`src/hw/rtl/trs_pkg.sv`:
```
// Shared widths, codes and types of the ternary rejection sampler.
package trs_pkg;

   localparam int BYTE_W  = 8;
   localparam int ACC_W   = 22;
   localparam int HELD_W  = 5;
   localparam int CNT_W   = 11;
   localparam int MODE_W  = 2;
   localparam int COEF_W  = 2;
   localparam int GROUP_W = 12;
   localparam int LANES   = 3;

   localparam int COUNT_MAX_DEFAULT = 1024;
   localparam int COUNT_RESET       = 256;

   // Mode register codes; the unused code behaves as the nibble mode.
   localparam logic [MODE_W-1:0] MODE_DEC3   = 2'd0;
   localparam logic [MODE_W-1:0] MODE_DEC4   = 2'd1;
   localparam logic [MODE_W-1:0] MODE_NIBBLE = 2'd2;

   // Register indexes of the configuration port.
   localparam logic REG_MODE  = 1'b0;
   localparam logic REG_COUNT = 1'b1;

   // Ternary coefficient codes.
   localparam logic signed [COEF_W-1:0] COEF_ZERO = 2'sb00;
   localparam logic signed [COEF_W-1:0] COEF_POS  = 2'sb01;
   localparam logic signed [COEF_W-1:0] COEF_NEG  = 2'sb11;

   typedef struct packed {
      logic             valid;
      logic [LANES-1:0] nonzero;
   } group_type;

endpackage

```
`src/hw/rtl/ternary_rejection_sampler.sv`:
```
// Ternary rejection sampler top level: bit accumulator, group issue and result buffer.
//
// Random bytes enter a 22-bit accumulator least significant bit first. When 13 bits
// (decimal modes) or 15 bits (nibble mode) are held, one group is decoded in the same
// cycle the byte is taken, and its zero to three coefficients are loaded into a
// three-entry result buffer that drains one coefficient per cycle on the response
// channel while rsp_ready is high. No byte is taken while more than one coefficient
// of the previous byte is pending; the next request is accepted in the cycle the
// last coefficient of the previous one is handed over. Configuration writes take
// effect at the next clock edge and are meant for idle periods. No clearing pass
// follows reset.
module ternary_rejection_sampler #(
   parameter int COUNT_MAX = trs_pkg::COUNT_MAX_DEFAULT
) (
   input  logic                               clock,
   input  logic                               reset,
   input  logic                               req_valid,
   output logic                               req_ready,
   input  logic [trs_pkg::BYTE_W-1:0]         req_random_byte,
   output logic                               rsp_valid,
   input  logic                               rsp_ready,
   output logic signed [trs_pkg::COEF_W-1:0]  rsp_coefficient,
   output logic                               rsp_run_end,
   output logic                               rsp_poly_end,
   input  logic                               csr_write_enable,
   input  logic                               csr_index,
   input  logic [trs_pkg::CNT_W-1:0]          csr_write_data
);

   localparam int CNT_W  = trs_pkg::CNT_W;
   localparam int ACC_W  = trs_pkg::ACC_W;
   localparam int HELD_W = trs_pkg::HELD_W;
   localparam int LANES  = trs_pkg::LANES;

   localparam logic [CNT_W-1:0] COUNT_CLAMP =
      (COUNT_MAX >= (2 ** CNT_W)) ? {CNT_W{1'b1}} : CNT_W'(COUNT_MAX);
   localparam logic [CNT_W-1:0] COUNT_AT_RESET =
      (trs_pkg::COUNT_RESET > COUNT_MAX) ? CNT_W'(COUNT_MAX) : CNT_W'(trs_pkg::COUNT_RESET);

   logic [ACC_W-1:0]           acc_ff, acc_in;
   logic [HELD_W-1:0]          held_ff, held_in;
   logic [CNT_W-1:0]           done_ff, done_in;
   logic [trs_pkg::MODE_W-1:0] mode_ff;
   logic [CNT_W-1:0]           count_ff, count_in;
   logic [1:0]                 fill_ff, fill_in;
   logic signed [trs_pkg::COEF_W-1:0] coef_ff [LANES];
   logic [LANES-1:0]           poly_ff;

   logic [ACC_W-1:0]           acc_sum;
   logic [ACC_W-1:0]           acc_rest;
   logic [HELD_W-1:0]          held_sum;
   logic [HELD_W-1:0]          held_rest;
   logic                       nibble;
   logic                       take;
   trs_pkg::group_type         group;

   logic signed [trs_pkg::COEF_W-1:0] coef_new [LANES];
   logic [LANES-1:0]           poly_new;
   logic [1:0]                 n_new;
   logic [1:0]                 used;
   logic [CNT_W-1:0]           tally;
   logic                       stop;

   logic                       req_accept;
   logic                       rsp_pop;

   trs_decode u_decode (
      .mode       (mode_ff),
      .group_bits (acc_sum[trs_pkg::GROUP_W-1:0]),
      .group      (group)
   );

   assign req_ready  = (fill_ff == 2'd0) || ((fill_ff == 2'd1) && rsp_ready);
   assign req_accept = req_valid && req_ready;
   assign rsp_valid  = fill_ff != 2'd0;
   assign rsp_pop    = rsp_valid && rsp_ready;

   assign rsp_coefficient = coef_ff[0];
   assign rsp_poly_end    = poly_ff[0];
   assign rsp_run_end     = fill_ff == 2'd1;

   // A zero count acts as one, and a count above the limit acts as the limit.
   always_comb begin
      if (csr_write_data == '0) begin
         count_in = CNT_W'(1);
      end else if (csr_write_data > COUNT_CLAMP) begin
         count_in = COUNT_CLAMP;
      end else begin
         count_in = csr_write_data;
      end
   end

   always_comb begin
      nibble    = mode_ff >= trs_pkg::MODE_NIBBLE;
      acc_sum   = acc_ff | (ACC_W'(req_random_byte) << held_ff[3:0]);
      held_sum  = held_ff + HELD_W'(trs_pkg::BYTE_W);
      take      = held_sum >= (nibble ? HELD_W'(15) : HELD_W'(13));
      acc_rest  = nibble ? (acc_sum >> 12) : (acc_sum >> 10);
      held_rest = held_sum - (nibble ? HELD_W'(12) : HELD_W'(10));
   end

   // Coefficients leave in digit order; each nonzero one takes the next bit above
   // the group as its sign, and the one that completes the count ends the group.
   always_comb begin
      n_new = 2'd0;
      used  = 2'd0;
      tally = done_ff;
      stop  = !(take && group.valid);
      for (int i = 0; i < LANES; i++) begin
         coef_new[i] = trs_pkg::COEF_ZERO;
         poly_new[i] = 1'b0;
         if (!stop) begin
            if (group.nonzero[i]) begin
               coef_new[i] = acc_rest[used] ? trs_pkg::COEF_POS : trs_pkg::COEF_NEG;
               used = used + 2'd1;
            end
            tally = tally + CNT_W'(1);
            if (tally >= count_ff) begin
               poly_new[i] = 1'b1;
               tally = '0;
               stop  = 1'b1;
            end
            n_new = n_new + 2'd1;
         end
      end
   end

   always_comb begin
      if (take) begin
         acc_in  = acc_rest >> used;
         held_in = held_rest - HELD_W'(used);
      end else begin
         acc_in  = acc_sum;
         held_in = held_sum;
      end
      done_in = tally;
      if (req_accept && (n_new != 2'd0)) begin
         fill_in = n_new;
      end else if (rsp_pop) begin
         fill_in = fill_ff - 2'd1;
      end else begin
         fill_in = fill_ff;
      end
   end

   always_ff @(posedge clock) begin
      if (reset) begin
         acc_ff   <= '0;
         held_ff  <= '0;
         done_ff  <= '0;
         fill_ff  <= 2'd0;
         mode_ff  <= trs_pkg::MODE_DEC3;
         count_ff <= COUNT_AT_RESET;
      end else begin
         fill_ff <= fill_in;
         if (req_accept) begin
            acc_ff  <= acc_in;
            held_ff <= held_in;
            done_ff <= done_in;
         end
         if (csr_write_enable) begin
            if (csr_index == trs_pkg::REG_MODE) begin
               mode_ff <= csr_write_data[trs_pkg::MODE_W-1:0];
            end else begin
               count_ff <= count_in;
            end
         end
      end
   end

   // Result buffer: entry zero faces the response channel.
   always_ff @(posedge clock) begin
      if (req_accept && (n_new != 2'd0)) begin
         coef_ff <= coef_new;
         poly_ff <= poly_new;
      end else if (rsp_pop) begin
         for (int i = 0; i < LANES - 1; i++) begin
            coef_ff[i] <= coef_ff[i+1];
            poly_ff[i] <= poly_ff[i+1];
         end
      end
   end

endmodule

```
`src/hw/rtl/trs_decode.sv`:
```
// Group decoder: splits one group into digits or nibbles and tests each one.
module trs_decode (
   input  logic [trs_pkg::MODE_W-1:0]  mode,
   input  logic [trs_pkg::GROUP_W-1:0] group_bits,
   output trs_pkg::group_type          group
);

   localparam logic [9:0]  DEC_LIMIT  = 10'd1000;
   localparam logic [17:0] RECIP_TEN  = 18'd205;
   localparam int          RECIP_SHIFT = 11;
   localparam logic [3:0]  NIBBLE_LIMIT = 4'd10;

   logic [9:0]  value;
   logic [17:0] prod_lo;
   logic [6:0]  tens;
   logic [14:0] prod_hi;
   logic [3:0]  hundreds;
   logic [9:0]  rem_lo;
   logic [6:0]  rem_hi;
   logic [3:0]  digit [trs_pkg::LANES];
   logic [3:0]  limit;

   // Division by ten is a multiply by 205 and a shift by eleven, exact for
   // every value below 1029.
   always_comb begin
      value    = group_bits[9:0];
      prod_lo  = {8'd0, value} * RECIP_TEN;
      tens     = prod_lo[RECIP_SHIFT +: 7];
      prod_hi  = {8'd0, tens} * RECIP_TEN[14:0];
      hundreds = prod_hi[RECIP_SHIFT +: 4];
      rem_lo   = value - {3'd0, tens} * 10'd10;
      rem_hi   = tens - {3'd0, hundreds} * 7'd10;
   end

   always_comb begin
      limit = (mode == trs_pkg::MODE_DEC4) ? 4'd4 : 4'd3;
      if (mode >= trs_pkg::MODE_NIBBLE) begin
         digit[0] = group_bits[3:0];
         digit[1] = group_bits[7:4];
         digit[2] = group_bits[11:8];
         group.valid = 1'b1;
         for (int i = 0; i < trs_pkg::LANES; i++) begin
            group.nonzero[i] = digit[i] < NIBBLE_LIMIT;
         end
      end else begin
         digit[0] = rem_lo[3:0];
         digit[1] = rem_hi[3:0];
         digit[2] = hundreds;
         group.valid = value < DEC_LIMIT;
         for (int i = 0; i < trs_pkg::LANES; i++) begin
            group.nonzero[i] = digit[i] < limit;
         end
      end
   end

endmodule

```
`config.mk`:
```
export PLATFORM = sky130hd
export DESIGN_NAME = ternary_rejection_sampler
export DESIGN_NICKNAME = d
export VERILOG_FILES = /design/src/hw/rtl/trs_pkg.sv /design/src/hw/rtl/ternary_rejection_sampler.sv /design/src/hw/rtl/trs_decode.sv
export SDC_FILE = /design/constraint.sdc
export NUM_CORES = 1
export LEC_CHECK = 0
export BUFFER_PORTS_ARGS = -buffer_cell sky130_fd_sc_hd__buf_4
export CAP_MARGIN = 20
export CORE_ASPECT_RATIO = 1.25
export CORE_MARGIN = 2
export CORE_UTILIZATION = 26
export CTS_CLUSTER_SIZE = 8
export DETAILED_ROUTE_END_ITERATION = 10
export GPL_ROUTABILITY_DRIVEN = 0
export MAX_ROUTING_LAYER = met4
export PLACE_DENSITY = 0.48
export RECOVER_POWER = 100
export SLEW_MARGIN = 20
export SYNTH_ARGS = -nofsm -noshare
export SYNTH_HDL_FRONTEND = slang
export SYNTH_HIERARCHICAL = 1
export SYNTH_SLANG_ARGS = --single-unit
export TNS_END_PERCENT = 5
```
`constraint.sdc`:
```
create_clock -name clock -period 15.17 [get_ports clock]
set_input_delay 0 -clock clock [delete_from_list [all_inputs] [get_ports clock]]
set_output_delay 0 -clock clock [all_outputs]
set_load 0.005 [all_outputs]
```
==> results by group, run 1 <==
Floorplanning
  – Starting Density: 26.4%
  – Placement row count: 72
  – Number of top-level pins: 31
  – Vertical die dimension: 202 µm
  – Horizontal extent of the die: 163 µm

Yosys
  – Area fraction of the dominant cell type after synthesis: 20.8%
  – Sequential area share after synthesis: 16.3%
  – Warning count from the yosys run: 6
  – Count of flip-flops with a built-in enable after synthesis: 9
  – Average cell area after synthesis: 8.23 µm²
  – Main synth FF type: sky130_fd_sc_hd__dfxtp_1
  – Synthesized instance count: 993
  – Cell taking the most area after synthesis: sky130_fd_sc_hd__ha_1
  – Netlist Area Pre-Place: 8170 µm²
  – Seq cells post-synth: 62
  – Number of distinct library cells after synthesis: 95
  – Top area cells in the synthesized netlist: sky130_fd_sc_hd__ha_1, sky130_fd_sc_hd__dfxtp_1, sky130_fd_sc_hd__fa_1
  – Post-synth net total: 1,182
  – Proportion of register bits with asynchronous set or reset after synthesis: 0%

Global routing
  – Number of antenna violations at the first check in global routing: 0
  – Maximum number of pins on one net before global-route repair: 36
  – Via count of the first global-routing pass: 7,283
  – Tot GR Track Use: 14.9%
  – Wire length of the first global-routing pass: 38,100 µm
  – Total congestion overflow after global routing: 0

Clock network
  – Root Driver: sky130_fd_sc_hd__clkbuf_16
  – Bufs on Longest Clock Path: 2
  – H-Tree Level Count: 3
  – TritonCTS Buffers: 9
  – Cts repair resizes: 0
  – Total clock sinks: 62

Outcome
  – Outcome: stopped before the end
  – Stage where the flow stopped: 5_2_route
  – First Err: [ERROR DRT-0255] Maze Route cannot find path of net clock in worker of routeBox ( 144900 96600 ) ( 162565 144900 ).

Placement
  – Detailed-placement wirelength estimate: 18,400 µm
  – Number of port buffers: 30
  – Placed cell areas: 8780 µm²
per-stage QoR:
stage	setup WS, ns	instances	hold WS (ns)	utilization [%]
2_1_floorplan	2.45	993	0.116	-
3_3_place_gp	1.53	1398	0.253	28.3
3_5_place_dp	1.42	1398	0.260	28.3
4_1_cts	1.33	1424	0.0251	29.6
5_1_grt	0.218	1424	0.0509	29.4
metal layers:
metal / GRT usage [%]
met3: 1.85
met1: 17.3
met5: -
met4: 4.39
met2: 26.7
cell usage after synthesis (5+ instances only):
| cell type | count |
|---|---|
| sky130_fd_sc_hd__nor2_1 | 82 |
| sky130_fd_sc_hd__ha_1 | 136 |
| sky130_fd_sc_hd__o21ai_1 | 8 |
| sky130_fd_sc_hd__mux2_2 | 5 |
| sky130_fd_sc_hd__xnor2_1 | 29 |
| sky130_fd_sc_hd__a21oi_1 | 63 |
| sky130_fd_sc_hd__edfxtp_1 | 9 |
| sky130_fd_sc_hd__nor2b_1 | 8 |
| sky130_fd_sc_hd__nand2_1 | 76 |
| sky130_fd_sc_hd__mux2i_1 | 27 |
| sky130_fd_sc_hd__buf_2 | 8 |
| sky130_fd_sc_hd__buf_4 | 5 |
| sky130_fd_sc_hd__a211oi_1 | 11 |
| sky130_fd_sc_hd__nand2b_1 | 7 |
| sky130_fd_sc_hd__a22oi_1 | 15 |
| sky130_fd_sc_hd__fa_1 | 28 |
| sky130_fd_sc_hd__a22o_1 | 7 |
| sky130_fd_sc_hd__nor3b_1 | 6 |
| sky130_fd_sc_hd__o21a_1 | 5 |
| sky130_fd_sc_hd__nand3_1 | 12 |
| sky130_fd_sc_hd__nor3_1 | 11 |
| sky130_fd_sc_hd__o21bai_1 | 5 |
| sky130_fd_sc_hd__o21ai_0 | 46 |
| sky130_fd_sc_hd__o22ai_1 | 6 |
| sky130_fd_sc_hd__nor4_1 | 6 |
| sky130_fd_sc_hd__a21o_1 | 21 |
| sky130_fd_sc_hd__dfxtp_1 | 53 |
| sky130_fd_sc_hd__xor2_1 | 20 |
| sky130_fd_sc_hd__nand4_1 | 10 |
| sky130_fd_sc_hd__and2_1 | 8 |
| sky130_fd_sc_hd__inv_1 | 119 |
| sky130_fd_sc_hd__a31oi_1 | 7 |
| sky130_fd_sc_hd__clkbuf_1 | 26 |
repair_timing:
item	4_1_cts	5_1_grt
hold endpoints to repair	8	0
buffers inserted	0	0
hold buffers	10	0
endpoints found under the setup margin	0	0
cell families after synthesis:
family / after synthesis / share of synthesized area [%]
muxes: 32 / 4.00
buffers and inverters: 167 / 8.15
DFF: 62 / 16.3
and+or+nand+nor: 258 / 15.6
xor gates and xnor gates: 51 / 5.86
adders and majority gates: 165 / 27.8
AOI/OAI and AO/OA: 258 / 22.3
==> inputs of run 2 (changes only) <==
--- a/config.mk
+++ b/config.mk
@@ -7,14 +7,11 @@
 export LEC_CHECK = 0
 export BUFFER_PORTS_ARGS = -buffer_cell sky130_fd_sc_hd__buf_4
 export CAP_MARGIN = 20
-export CORE_ASPECT_RATIO = 1.25
 export CORE_MARGIN = 2
-export CORE_UTILIZATION = 26
-export CTS_CLUSTER_SIZE = 8
+export CORE_UTILIZATION = 20
 export DETAILED_ROUTE_END_ITERATION = 10
 export GPL_ROUTABILITY_DRIVEN = 0
-export MAX_ROUTING_LAYER = met4
-export PLACE_DENSITY = 0.48
+export PLACE_DENSITY_LB_ADDON = 0.15
 export RECOVER_POWER = 100
 export SLEW_MARGIN = 20
 export SYNTH_ARGS = -nofsm -noshare
==> results by group, run 2 <==
Outcome
  – Outcome: completed

Yosys
  – Netlist Area Pre-Place: 8170 µm² (unchanged)
  – Main synth FF type: sky130_fd_sc_hd__dfxtp_1
  – Top area cells in the synthesized netlist: sky130_fd_sc_hd__ha_1, sky130_fd_sc_hd__dfxtp_1, sky130_fd_sc_hd__fa_1
  – Area fraction of the dominant cell type after synthesis: 20.8% (unchanged)
  – Commonest cells in the netlist: sky130_fd_sc_hd__ha_1, sky130_fd_sc_hd__inv_1, sky130_fd_sc_hd__nor2_1, sky130_fd_sc_hd__nand2_1, sky130_fd_sc_hd__a21oi_1
  – Post-synth net total: 1,182 (unchanged)
  – Number of distinct library cells after synthesis: 95 (unchanged)
  – Cell taking the most area after synthesis: sky130_fd_sc_hd__ha_1
  – Sequential area share after synthesis: 16.3% (unchanged)
  – Proportion of register bits with asynchronous set or reset after synthesis: 0% (unchanged)
  – Leading cell type by number of instances after synthesis: sky130_fd_sc_hd__ha_1
  – Synthesized instance count: 993 (unchanged)
  – Average cell area after synthesis: 8.23 µm² (unchanged)
  – Seq cells post-synth: 62 (unchanged)
  – Warning count from the yosys run: 6 (unchanged)
  – Count of flip-flops with a built-in enable after synthesis: 9 (unchanged)

Placement
  – Number of port buffers: 30 (unchanged)
  – Detailed-placement wirelength estimate: 19,700 µm (+7.4%)
  – Worst slack at placement: 1.17 ns (-0.252 ns)

Worst setup path
  – Launch point of the critical path: held_ff[2]$_SDFFE_PP0P_
  – Maximum net fanout on the critical path: 19
  – Critical path launch point type: register
  – RR Endpoint: held_ff[4]$_SDFFE_PP0P_
  – Number of cell instances on the worst register-to-register path: 53
  – CP endpoint kind: register
  – Data arrival time of the critical path: 14.30 ns
  – Worst EP required: 15.43 ns
  – Worst setup endpoint: held_ff[4]$_SDFFE_PP0P_
  – Reg-to-Reg Start: held_ff[2]$_SDFFE_PP0P_
  – Slowest stage cell, crit path: sky130_fd_sc_hd__dfxtp_1
  – Critical path class: register to register
  – Max stage delay on crit path: 0.81 ns
  – Setup slack, reg-to-reg: 1.13 ns
  – Most Frequent Cell on Critical Path: sky130_fd_sc_hd__inv_1

Timing
  – Count of final setup violators: 0
  – Setup total negative slack: 0 ns
  – Tcrit/Tclk final: 92.6%
  – Worst max-slew margin expressed relative to the limit: 10.2%
  – Worst Slack Setup Final: 1.13 ns
  – Clock period minus worst slack: 14.04 ns
  – Clock tree skew after final layout: 0.00837 ns
  – Tightest hold margin: 0.0285 ns
  – Achievable clock frequency: 71.2 MHz
  – RSZ-0062 raised after global routing: false
  – Final Max Tran Viols: 0
  – Worst Max-Slew Pin Slew: 1.35 ns
  – Final Hold Vio Count: 0

Detailed routing
  – First DRT Iteration DRCs: 357
  – Detail Route Antenna Nets: 0
  – DR vias: 6,959
  – DRC viols: 0
  – Vias per inst: 4.49
  – TritonRoute pass-1 iters: 5
  – DRT Wirelength: 25,000 µm
  – Average routed wire per standard cell: 16.1 µm

Global routing
  – Grt met2 use: 19.7% (-7.0 points)
  – Via count of the first global-routing pass: 6,996 (-3.9%)
  – Total congestion overflow after global routing: 0 (unchanged)
  – Maximum number of pins on one net before global-route repair: 36 (unchanged)
  – Number of antenna violations at the first check in global routing: 0 (unchanged)
  – Global routing's busiest layer: met2
  – Met3 Usage GRT: 1.91% (+0.061 points)
  – Tot GR Track Use: 12.2% (-2.7 points)
  – Met1 demand-to-capacity share in global routing: 17.5% (+0.14 points)
  – Wire length of the first global-routing pass: 40,200 µm (+5.4%)

Floorplanning
  – Starting Density: 20.1% (-6.2 points)
  – Area of the core: 40,600 µm²
  – Number of top-level pins: 31 (unchanged)
  – Horizontal extent of the die: 206 µm (+27%)
  – Placement row count: 74 (+2.8%)
  – Vertical die dimension: 206 µm (+1.9%)
  – Total Die Area: 42,500 µm²

Cells and area
  – Top Registers: acc_ff (22), count_ff (11), done_ff (11)
  – Share of post-route cells with drive strength above 1: 8.24%
  – Number of flip-flops in the largest register: 22
  – Register area: 1330 µm²
  – Total Nets Final: 1,203
  – Ant. Diodes: 0
  – Most frequent standard cell in the layout excluding fill and tap cells: sky130_fd_sc_hd__ha_1
  – Commonest cells after routing, fill and taps aside: sky130_fd_sc_hd__ha_1, sky130_fd_sc_hd__inv_1, sky130_fd_sc_hd__nor2_1
  – Syn-to-layout area delta: 13.7%
  – Fill count: 4,562
  – Multi-input gate area in the final layout: 6150 µm²
  – Register with the most flip-flops: acc_ff

Clock network
  – Post-CTS Hold Buffers: 10 (unchanged)
  – Cts repair resizes: 0 (unchanged)
  – TritonCTS Buffers: 9 (unchanged)
  – Clock tree from TritonCTS: yes
  – Root Driver: sky130_fd_sc_hd__clkbuf_16
  – Buffers inserted by post-CTS timing repair: 0 (unchanged)
  – Total clock sinks: 62 (unchanged)
  – Bufs on Longest Clock Path: 2 (unchanged)
  – H-Tree Level Count: 3 (unchanged)
  – Clock transition at the registers of the reported paths: 0.06 ns
  – Clock insertion delay at the later pin of the skew report: 0.35 ns

Hold path
  – Min-Delay Path Class: input port to register
  – Hold wc startpoint: csr_write_data[10]

Job
  – Number of maximum-capacitance violations: 0
==> run 2: worst min-delay path by stage <==
stage                                    end  slack [ns]  cells after the start
CTS                 count_ff[1]$_SDFFE_PP0P_       0.008                      4
detailed placement  count_ff[5]$_SDFFE_PP0P_        0.25                      3
finish              count_ff[3]$_SDFFE_PP0P_        0.03                      4
global placement    count_ff[5]$_SDFFE_PP0P_        0.25                      3
global route        count_ff[3]$_SDFFE_PP0P_        0.06                      4
floorplan                          req_ready        0.12                      2
==> run 2: cell type report <==
cell class / instances / area share (%)
Tap cell: 532 / 7.17
Sequential cell: 62 / 14.3
Clock buffer: 9 / 2.42
Multi-Input combinational cell: 764 / 66.2
Timing Repair Buffer: 50 / 3.95
Inverter: 127 / 5.16
Clock inverter: 7 / 0.795
==> run 2: cells by family (layout without fill, tap and decap cells) <==
| family | count (synthesis) | after routing | synth area share, % |
|---|---|---|---|
| simple gates | 258 | 258 | 15.6 |
| mux | 32 | 32 | 4.00 |
| flops | 62 | 62 | 16.3 |
| compound gates | 258 | 258 | 22.3 |
| buf+inv | 167 | 193 | 8.15 |
| fa+ha+maj | 165 | 165 | 27.8 |
| xor+xnor | 51 | 51 | 5.86 |
==> run 2: worst max-delay path, delay by kind of cell (launching register included) <==
family	cells	cell delay (ns)
adders and majority gates	14	5.31
AOI/OAI and AO/OA	18	4.49
xor gates and xnor gates	6	1.30
buffers and inverters	10	1.08
and+or+nand+nor	5	0.92
DFF	1	0.81
==> run 2: per-stage QoR <==
stage	instances	util, %	cell area, µm²
2_1_floorplan	993	-	8170
3_3_place_gp	1525	22.1	8950
3_5_place_dp	1525	22.1	8950
4_1_cts	1551	23.1	9350
5_1_grt	1551	22.9	9290
6_report	1551	22.9	9290
==> run 2: metal layers <==
layer	part of all wire [%]	wire length, µm
met4	0.61	153
met3	2.5	619
met1	52	12900
met5	0	0
met2	45	11300
Power of run 2 is left out: the tool's default activity adds up to more than one toggle a clock period on the data nets, which glitch-free logic cannot reach.
==> inputs of run 3 (changes only) <==
--- a/config.mk
+++ b/config.mk
@@ -11,6 +11,7 @@
 export CORE_UTILIZATION = 20
 export DETAILED_ROUTE_END_ITERATION = 10
 export GPL_ROUTABILITY_DRIVEN = 0
+export HOLD_SLACK_MARGIN = 0.08
 export PLACE_DENSITY_LB_ADDON = 0.15
 export RECOVER_POWER = 100
 export SLEW_MARGIN = 20
==> results by group, run 3 (synthesized netlist as in run 2, its figures left out) <==
Detailed routing
  – First DRT Iteration DRCs: 403 (+13%)
  – Detail Route Antenna Nets: 0 (unchanged)
  – DRT Wirelength: 25,000 µm (+0.13%)
  – Average routed wire per standard cell: 16.1 µm (-0.19%)
  – Vias per inst: 4.50 (+0.32%)
  – DRC viols: 0 (unchanged)
  – DR vias: 7,004 (+0.65%)
  – TritonRoute pass-1 iters: 5 (unchanged)

Worst setup path
  – Reg-to-Reg Start: held_ff[2]$_SDFFE_PP0P_
  – Maximum net fanout on the critical path: 19 (unchanged)
  – Most Frequent Cell on Critical Path: sky130_fd_sc_hd__inv_1
  – RR Endpoint: held_ff[4]$_SDFFE_PP0P_
  – Critical path launch point type: register
  – Number of cell instances on the worst register-to-register path: 53 (unchanged)
  – Worst EP required: 15.43 ns (about the same)
  – Data arrival time of the critical path: 14.31 ns (about the same)
  – Setup slack, reg-to-reg: 1.12 ns (about the same)
  – Critical path class: register to register
  – CP endpoint kind: register
  – Max stage delay on crit path: 0.81 ns (about the same)
  – Launch point of the critical path: held_ff[2]$_SDFFE_PP0P_
  – Slowest stage cell, crit path: sky130_fd_sc_hd__dfxtp_1

Floorplanning
  – Number of top-level pins: 31 (unchanged)
  – Total Die Area: 42,500 µm² (unchanged)
  – Horizontal extent of the die: 206 µm (unchanged)
  – Area of the core: 40,600 µm² (unchanged)
  – Vertical die dimension: 206 µm (unchanged)
  – Placement row count: 74 (unchanged)
  – Starting Density: 20.1% (unchanged)

Placement
  – Detailed-placement wirelength estimate: 19,700 µm (unchanged)
  – Number of port buffers: 30 (unchanged)

Cells and area
  – Register area: 1330 µm² (unchanged)
  – Ant. Diodes: 0 (unchanged)
  – Share of post-route cells with drive strength above 1: 8.20% (-0.040 points)
  – Syn-to-layout area delta: 14.3%
  – Number of flip-flops in the largest register: 22 (unchanged)
  – Total Nets Final: 1,208 (+0.42%)
  – Multi-input gate area in the final layout: 6150 µm² (unchanged)
  – Fill count: 4,557 (-0.11%)
  – Top Registers: acc_ff (22), count_ff (11), done_ff (11)
  – Most frequent standard cell in the layout excluding fill and tap cells: sky130_fd_sc_hd__ha_1
  – Register with the most flip-flops: acc_ff
  – Commonest cells after routing, fill and taps aside: sky130_fd_sc_hd__ha_1, sky130_fd_sc_hd__inv_1, sky130_fd_sc_hd__nor2_1

Timing
  – Worst Max-Slew Pin Slew: 1.31 ns (-0.0377 ns)
  – Worst max-slew margin expressed relative to the limit: 12.7% (+2.5 points)
  – Clock tree skew after final layout: 0.00892 ns (+0.000553 ns)
  – Setup total negative slack: 0 ns (unchanged)
  – Count of final setup violators: 0 (unchanged)
  – Achievable clock frequency: 71.2 MHz (about the same)
  – Final Max Tran Viols: 0 (unchanged)
  – RSZ-0062 raised after global routing: false
  – Tcrit/Tclk final: 92.6% (about the same)
  – Clock period minus worst slack: 14.05 ns (+0.00301 ns)
  – Final Hold Vio Count: 0 (unchanged)

Clock network
  – Buffers inserted by post-CTS timing repair: 0 (unchanged)
  – Clock transition at the registers of the reported paths: 0.06 ns (about the same)
  – Cts repair resizes: 0 (unchanged)
  – Root Driver: sky130_fd_sc_hd__clkbuf_16
  – Clock tree from TritonCTS: yes
  – Bufs on Longest Clock Path: 2 (unchanged)
  – Post-CTS Hold Buffers: 15 (+5)
  – TritonCTS Buffers: 9 (unchanged)
  – H-Tree Level Count: 3 (unchanged)
  – Clock insertion delay at the later pin of the skew report: 0.35 ns (about the same)
  – Total clock sinks: 62 (unchanged)

Hold path
  – Endpoint with the worst hold slack: count_ff[4]$_SDFFE_PP0P_
  – Min-Delay Path Class: input port to register
  – Hold wc startpoint: reset
  – Worst hold stages: 2 (-2)

Global routing
  – Via count of the first global-routing pass: 7,021 (+0.36%)
  – Tot GR Track Use: 12.3% (+0.030 points)
  – Maximum number of pins on one net before global-route repair: 36 (unchanged)
  – Total congestion overflow after global routing: 0 (unchanged)
  – Wire length of the first global-routing pass: 40,300 µm (+0.28%)
  – Number of antenna violations at the first check in global routing: 0 (unchanged)

Outcome
  – Outcome: completed

Job
  – Number of maximum-capacitance violations: 0 (unchanged)
run 3: cell types whose count changed in the layout (fill, tap and decap cells not counted), sizes merged:
cell | previous run | this run
dlygate4sd3 | 10 | 15
run 3: per-stage QoR:
| step | utilization (%) | cells | area (µm²) | hold WS (ns) | setup WS [ns] |
|---|---|---|---|---|---|
| after global placement | 22.1 | 1525 | 8950 | 0.250 | 1.25 |
| after CTS | 23.2 | 1556 | 9400 | 0.0967 | 1.08 |
| after floorplan | - | 993 | 8170 | 0.116 | 2.45 |
| final | 23.0 | 1556 | 9340 | 0.103 | 1.12 |
| after global routing | 23.0 | 1556 | 9340 | 0.128 | 0.0396 |
| after detailed placement | 22.1 | 1525 | 8950 | 0.254 | 1.17 |
run 3: worst max-delay path by stage:
stage / endpoint / cells after the start
global placement: held_ff[4]$_SDFFE_PP0P_ / 51
floorplan: held_ff[4]$_SDFFE_PP0P_ / 55
detailed placement: held_ff[4]$_SDFFE_PP0P_ / 51
CTS: held_ff[4]$_SDFFE_PP0P_ / 51
finish: held_ff[4]$_SDFFE_PP0P_ / 53
global route: held_ff[4]$_SDFFE_PP0P_ / 53
run 3: critical path, delay by kind of cell (launching register included):
family	cells	cell delay (ns)
adders and majority gates	14	5.31
xor gates and xnor gates	6	1.29
DFF	1	0.81
and+or+nand+nor	5	0.92
buffers and inverters	10	1.09
AOI/OAI and AO/OA	18	4.50
run 3: final cells by class:
cell class | instances | area share, %
Inverter | 127 | 5.13
Clock buffer | 9 | 2.41
Multi-Input combinational cell | 764 | 65.8
Timing Repair Buffer | 55 | 4.46
Tap cell | 532 | 7.13
Clock inverter | 7 | 0.791
Sequential cell | 62 | 14.3
run 3: layer usage:
metal / vias up / GRT usage [%] / wire (µm)
li1: 3567 / - / -
met1: 3304 / 17.5 / 12800
met2: 121 / 19.8 / 11300
met3: 12 / 1.91 / 774
met4: 0 / 1.86 / 159
met5: - / 0 / 0
Power of run 3 is left out for the same reason.
==> inputs of run 4 (changes only) <==
--- a/config.mk
+++ b/config.mk
@@ -17,6 +17,5 @@
 export SLEW_MARGIN = 20
 export SYNTH_ARGS = -nofsm -noshare
 export SYNTH_HDL_FRONTEND = slang
-export SYNTH_HIERARCHICAL = 1
 export SYNTH_SLANG_ARGS = --single-unit
 export TNS_END_PERCENT = 5
==> results by group, run 4 <==
Hold path
  – Worst hold stages: 5 (+3)
  – Min-Delay Path Class: input port to register
  – Endpoint with the worst hold slack: mode_ff[1]$_SDFFE_PP0P_
  – Hold wc startpoint: csr_index

Floorplanning
  – Starting Density: 20.2% (+0.040 points)
  – Total Die Area: 42,800 µm² (+0.64%)
  – Vertical die dimension: 207 µm (+0.32%)
  – Number of top-level pins: 31 (unchanged)
  – Area of the core: 40,700 µm² (+0.46%)
  – Horizontal extent of the die: 207 µm (+0.32%)
  – Placement row count: 74 (unchanged)

Timing
  – RSZ-0062 raised after global routing: false
  – Count of final setup violators: 0 (unchanged)
  – Tcrit/Tclk final: 90.0% (-2.6 points)
  – Clock period minus worst slack: 13.65 ns (-0.401 ns)
  – Clock tree skew after final layout: 0.00421 ns (-0.00472 ns)
  – Setup total negative slack: 0 ns (unchanged)
  – Worst Max-Slew Pin Slew: 1.88 ns (+0.568 ns)
  – Achievable clock frequency: 73.3 MHz (+2.9%)
  – Final Hold Vio Count: 0 (unchanged)
  – Worst max-slew margin expressed relative to the limit: -26.1% (-39 points)
  – Final Max Tran Viols: 18 (+18)

Worst setup path
  – RR Endpoint: held_ff[3]$_SDFFE_PP0P_
  – Worst EP required: 15.38 ns (-0.05 ns)
  – Maximum net fanout on the critical path: 22 (+3)
  – Slowest stage cell, crit path: sky130_fd_sc_hd__dfxtp_1
  – Reg-to-Reg Start: held_ff[1]$_SDFFE_PP0P_
  – Data arrival time of the critical path: 13.86 ns (-0.45 ns)
  – Number of buffers and inverters on the critical path: 11 (+1)
  – Number of cell instances on the worst register-to-register path: 54 (+1.9%)
  – Critical path class: register to register
  – CP endpoint kind: register
  – Kind of cell adding the most delay to the critical path: adder cells
  – Critical path launch point type: register
  – Setup slack, reg-to-reg: 1.52 ns (+0.40 ns)
  – Max stage delay on crit path: 0.88 ns (+0.07 ns)

Global routing
  – Wire length of the first global-routing pass: 40,500 µm (+0.60%)
  – Number of antenna violations at the first check in global routing: 0 (unchanged)
  – Total congestion overflow after global routing: 0 (unchanged)
  – Via count of the first global-routing pass: 7,230 (+3.0%)
  – Tot GR Track Use: 12.2% (-0.044 points)
  – Maximum number of pins on one net before global-route repair: 52 (+44%)

Cells and area
  – Share of post-route cells with drive strength above 1: 8.06% (-0.15 points)
  – Register with the most flip-flops: acc_ff
  – Ant. Diodes: 0 (unchanged)
  – Total Nets Final: 1,203 (-0.41%)
  – Commonest cells after routing, fill and taps aside: sky130_fd_sc_hd__ha_1, sky130_fd_sc_hd__inv_1, sky130_fd_sc_hd__nor2_1
  – Top Registers: acc_ff (22), count_ff (11), done_ff (11)
  – Syn-to-layout area delta: 14.1%
  – Fill count: 4,514 (-0.94%)
  – Number of flip-flops in the largest register: 22 (unchanged)
  – Non-filler cells, final: 1,550 (-0.39%)
  – Most frequent standard cell in the layout excluding fill and tap cells: sky130_fd_sc_hd__ha_1

Detailed routing
  – Detailed route wirelength on metal3: 503 µm (-35%)
  – DRT Wirelength: 25,100 µm (+0.39%)
  – Highest metal layer with signal wires: met4
  – DRC viols: 0 (unchanged)
  – First DRT Iteration DRCs: 339 (-16%)
  – WL met1: 12,300 µm (-3.4%)
  – TritonRoute pass-1 iters: 5 (unchanged)
  – Average routed wire per standard cell: 16.2 µm (+0.78%)
  – Detail Route Antenna Nets: 0 (unchanged)
  – Vias per inst: 4.57 (+1.5%)
  – Met2 wire len: 11,900 µm (+5.2%)
  – DR vias: 7,083 (+1.1%)

Clock network
  – Clock transition at the registers of the reported paths: 0.06 ns (about the same)
  – Buffers inserted by post-CTS timing repair: 0 (unchanged)
  – Total clock sinks: 62 (unchanged)
  – Root Driver: sky130_fd_sc_hd__clkbuf_16
  – Bufs on Longest Clock Path: 2 (unchanged)
  – Clock insertion delay at the later pin of the skew report: 0.35 ns (about the same)
  – TritonCTS Buffers: 9 (unchanged)
  – Post-CTS Hold Buffers: 13 (-2)
  – H-Tree Level Count: 3 (unchanged)
  – Cts repair resizes: 0 (unchanged)
  – Clock tree from TritonCTS: yes

Yosys
  – Commonest cells in the netlist: sky130_fd_sc_hd__ha_1, sky130_fd_sc_hd__inv_1, sky130_fd_sc_hd__nor2_1, sky130_fd_sc_hd__nand2_1, sky130_fd_sc_hd__a21oi_1
  – Proportion of register bits with asynchronous set or reset after synthesis: 0% (unchanged)
  – Area fraction of the dominant cell type after synthesis: 20.8% (about the same)
  – Seq cells post-synth: 62 (unchanged)
  – Average cell area after synthesis: 8.30 µm² (+0.86%)
  – Number of distinct library cells after synthesis: 82 (-14%)
  – Netlist Area Pre-Place: 8230 µm² (+0.66%)
  – Leading cell type by number of instances after synthesis: sky130_fd_sc_hd__ha_1
  – Synthesized instance count: 991 (-0.20%)
  – Post-synth net total: 1,181 (-0.085%)
  – Cell taking the most area after synthesis: sky130_fd_sc_hd__ha_1
  – Main synth FF type: sky130_fd_sc_hd__dfxtp_1
  – Count of flip-flops with a built-in enable after synthesis: 9 (unchanged)
  – Warning count from the yosys run: 0 (-6)
  – Sequential area share after synthesis: 16.2% (-0.11 points)
  – Top area cells in the synthesized netlist: sky130_fd_sc_hd__ha_1, sky130_fd_sc_hd__dfxtp_1, sky130_fd_sc_hd__fa_1

Placement
  – Number of port buffers: 30 (unchanged)
  – Instance count after placement with tap cells included: 1,521 (-0.26%)
  – Detailed-placement wirelength estimate: 20,000 µm (+1.5%)

Outcome
  – Violations in the final reports: capacitance limit, slew limit
  – Outcome: finished, violations left

Job
  – Number of maximum-capacitance violations: 1 (+1)
## run 4: changes by cell type after synthesis, moves of 6 or more
cell,change
sky130_fd_sc_hd__a21o_1,-8
sky130_fd_sc_hd__inv_1,-10
sky130_fd_sc_hd__clkbuf_1,+6
sky130_fd_sc_hd__nor3_1,+16
sky130_fd_sc_hd__xnor2_1,+7
sky130_fd_sc_hd__o21ai_0,-17
sky130_fd_sc_hd__o21ai_1,-6
sky130_fd_sc_hd__nand3_1,+12
sky130_fd_sc_hd__a21oi_1,-6
## run 4: stage by stage
step	hold slack (ns)	instance area [µm²]	worst slack (ns)	utilization [%]
after floorplan	0.116	8230	2.38	-
after global placement	0.251	9010	1.62	22.1
after detailed placement	0.256	9010	1.43	22.1
after CTS	0.0935	9460	1.35	23.2
after global routing	0.134	9390	0.252	23.0
final	0.0957	9390	1.52	23.0
## run 4: final cells by class
type / instances / area [µm²] / area share (%)
Clock inverter: 7 / 88.8 / 0.946
Tap cell: 532 / 666 / 7.09
Inverter: 110 / 413 / 4.40
Timing Repair Buffer: 54 / 415 / 4.42
Clock buffer: 9 / 225 / 2.40
Sequential cell: 62 / 1330 / 14.2
Multi-Input combinational cell: 776 / 6250 / 66.6
## run 4: how the worst max path moves through the flow
| stage | slack [ns] | from | to | cells past startpoint |
|---|---|---|---|---|
| 2_1_floorplan | 2.38 | held_ff[2]$_SDFFE_PP0P_ | held_ff[3]$_SDFFE_PP0P_ | 55 |
| 3_3_place_gp | 1.62 | held_ff[1]$_SDFFE_PP0P_ | held_ff[3]$_SDFFE_PP0P_ | 54 |
| 3_5_place_dp | 1.43 | held_ff[1]$_SDFFE_PP0P_ | held_ff[3]$_SDFFE_PP0P_ | 54 |
| 4_1_cts | 1.35 | held_ff[1]$_SDFFE_PP0P_ | held_ff[3]$_SDFFE_PP0P_ | 54 |
| 5_1_grt | 0.25 | held_ff[1]$_SDFFE_PP0P_ | held_ff[4]$_SDFFE_PP0P_ | 54 |
| 6_report | 1.52 | held_ff[1]$_SDFFE_PP0P_ | held_ff[3]$_SDFFE_PP0P_ | 54 |
## run 4: kinds of logic after synthesis
family / count (synthesis) / synth area share (%)
simple gates: 283 / 17.2
compound gates: 234 / 20.2
fa+ha+maj: 166 / 27.8
buf+inv: 153 / 7.29
flops: 62 / 16.2
xor+xnor: 54 / 5.75
mux: 39 / 5.64
## run 4: worst register-to-register path: cells and delay by family (launching register included)
kind,cells,cell delay [ns]
buf+inv,11,1.13
compound gates,18,4.24
mux,2,0.53
xor+xnor,4,0.73
fa+ha+maj,15,5.72
flops,1,0.88
simple gates,4,0.28
## run 4: per-layer routing
metal,vias up,global-route usage [%]
met1,3387,16.6
li1,3595,-
met4,0,3.44
met5,-,0
met3,19,1.40
met2,82,20.5
Power of run 4 is left out for the same reason.
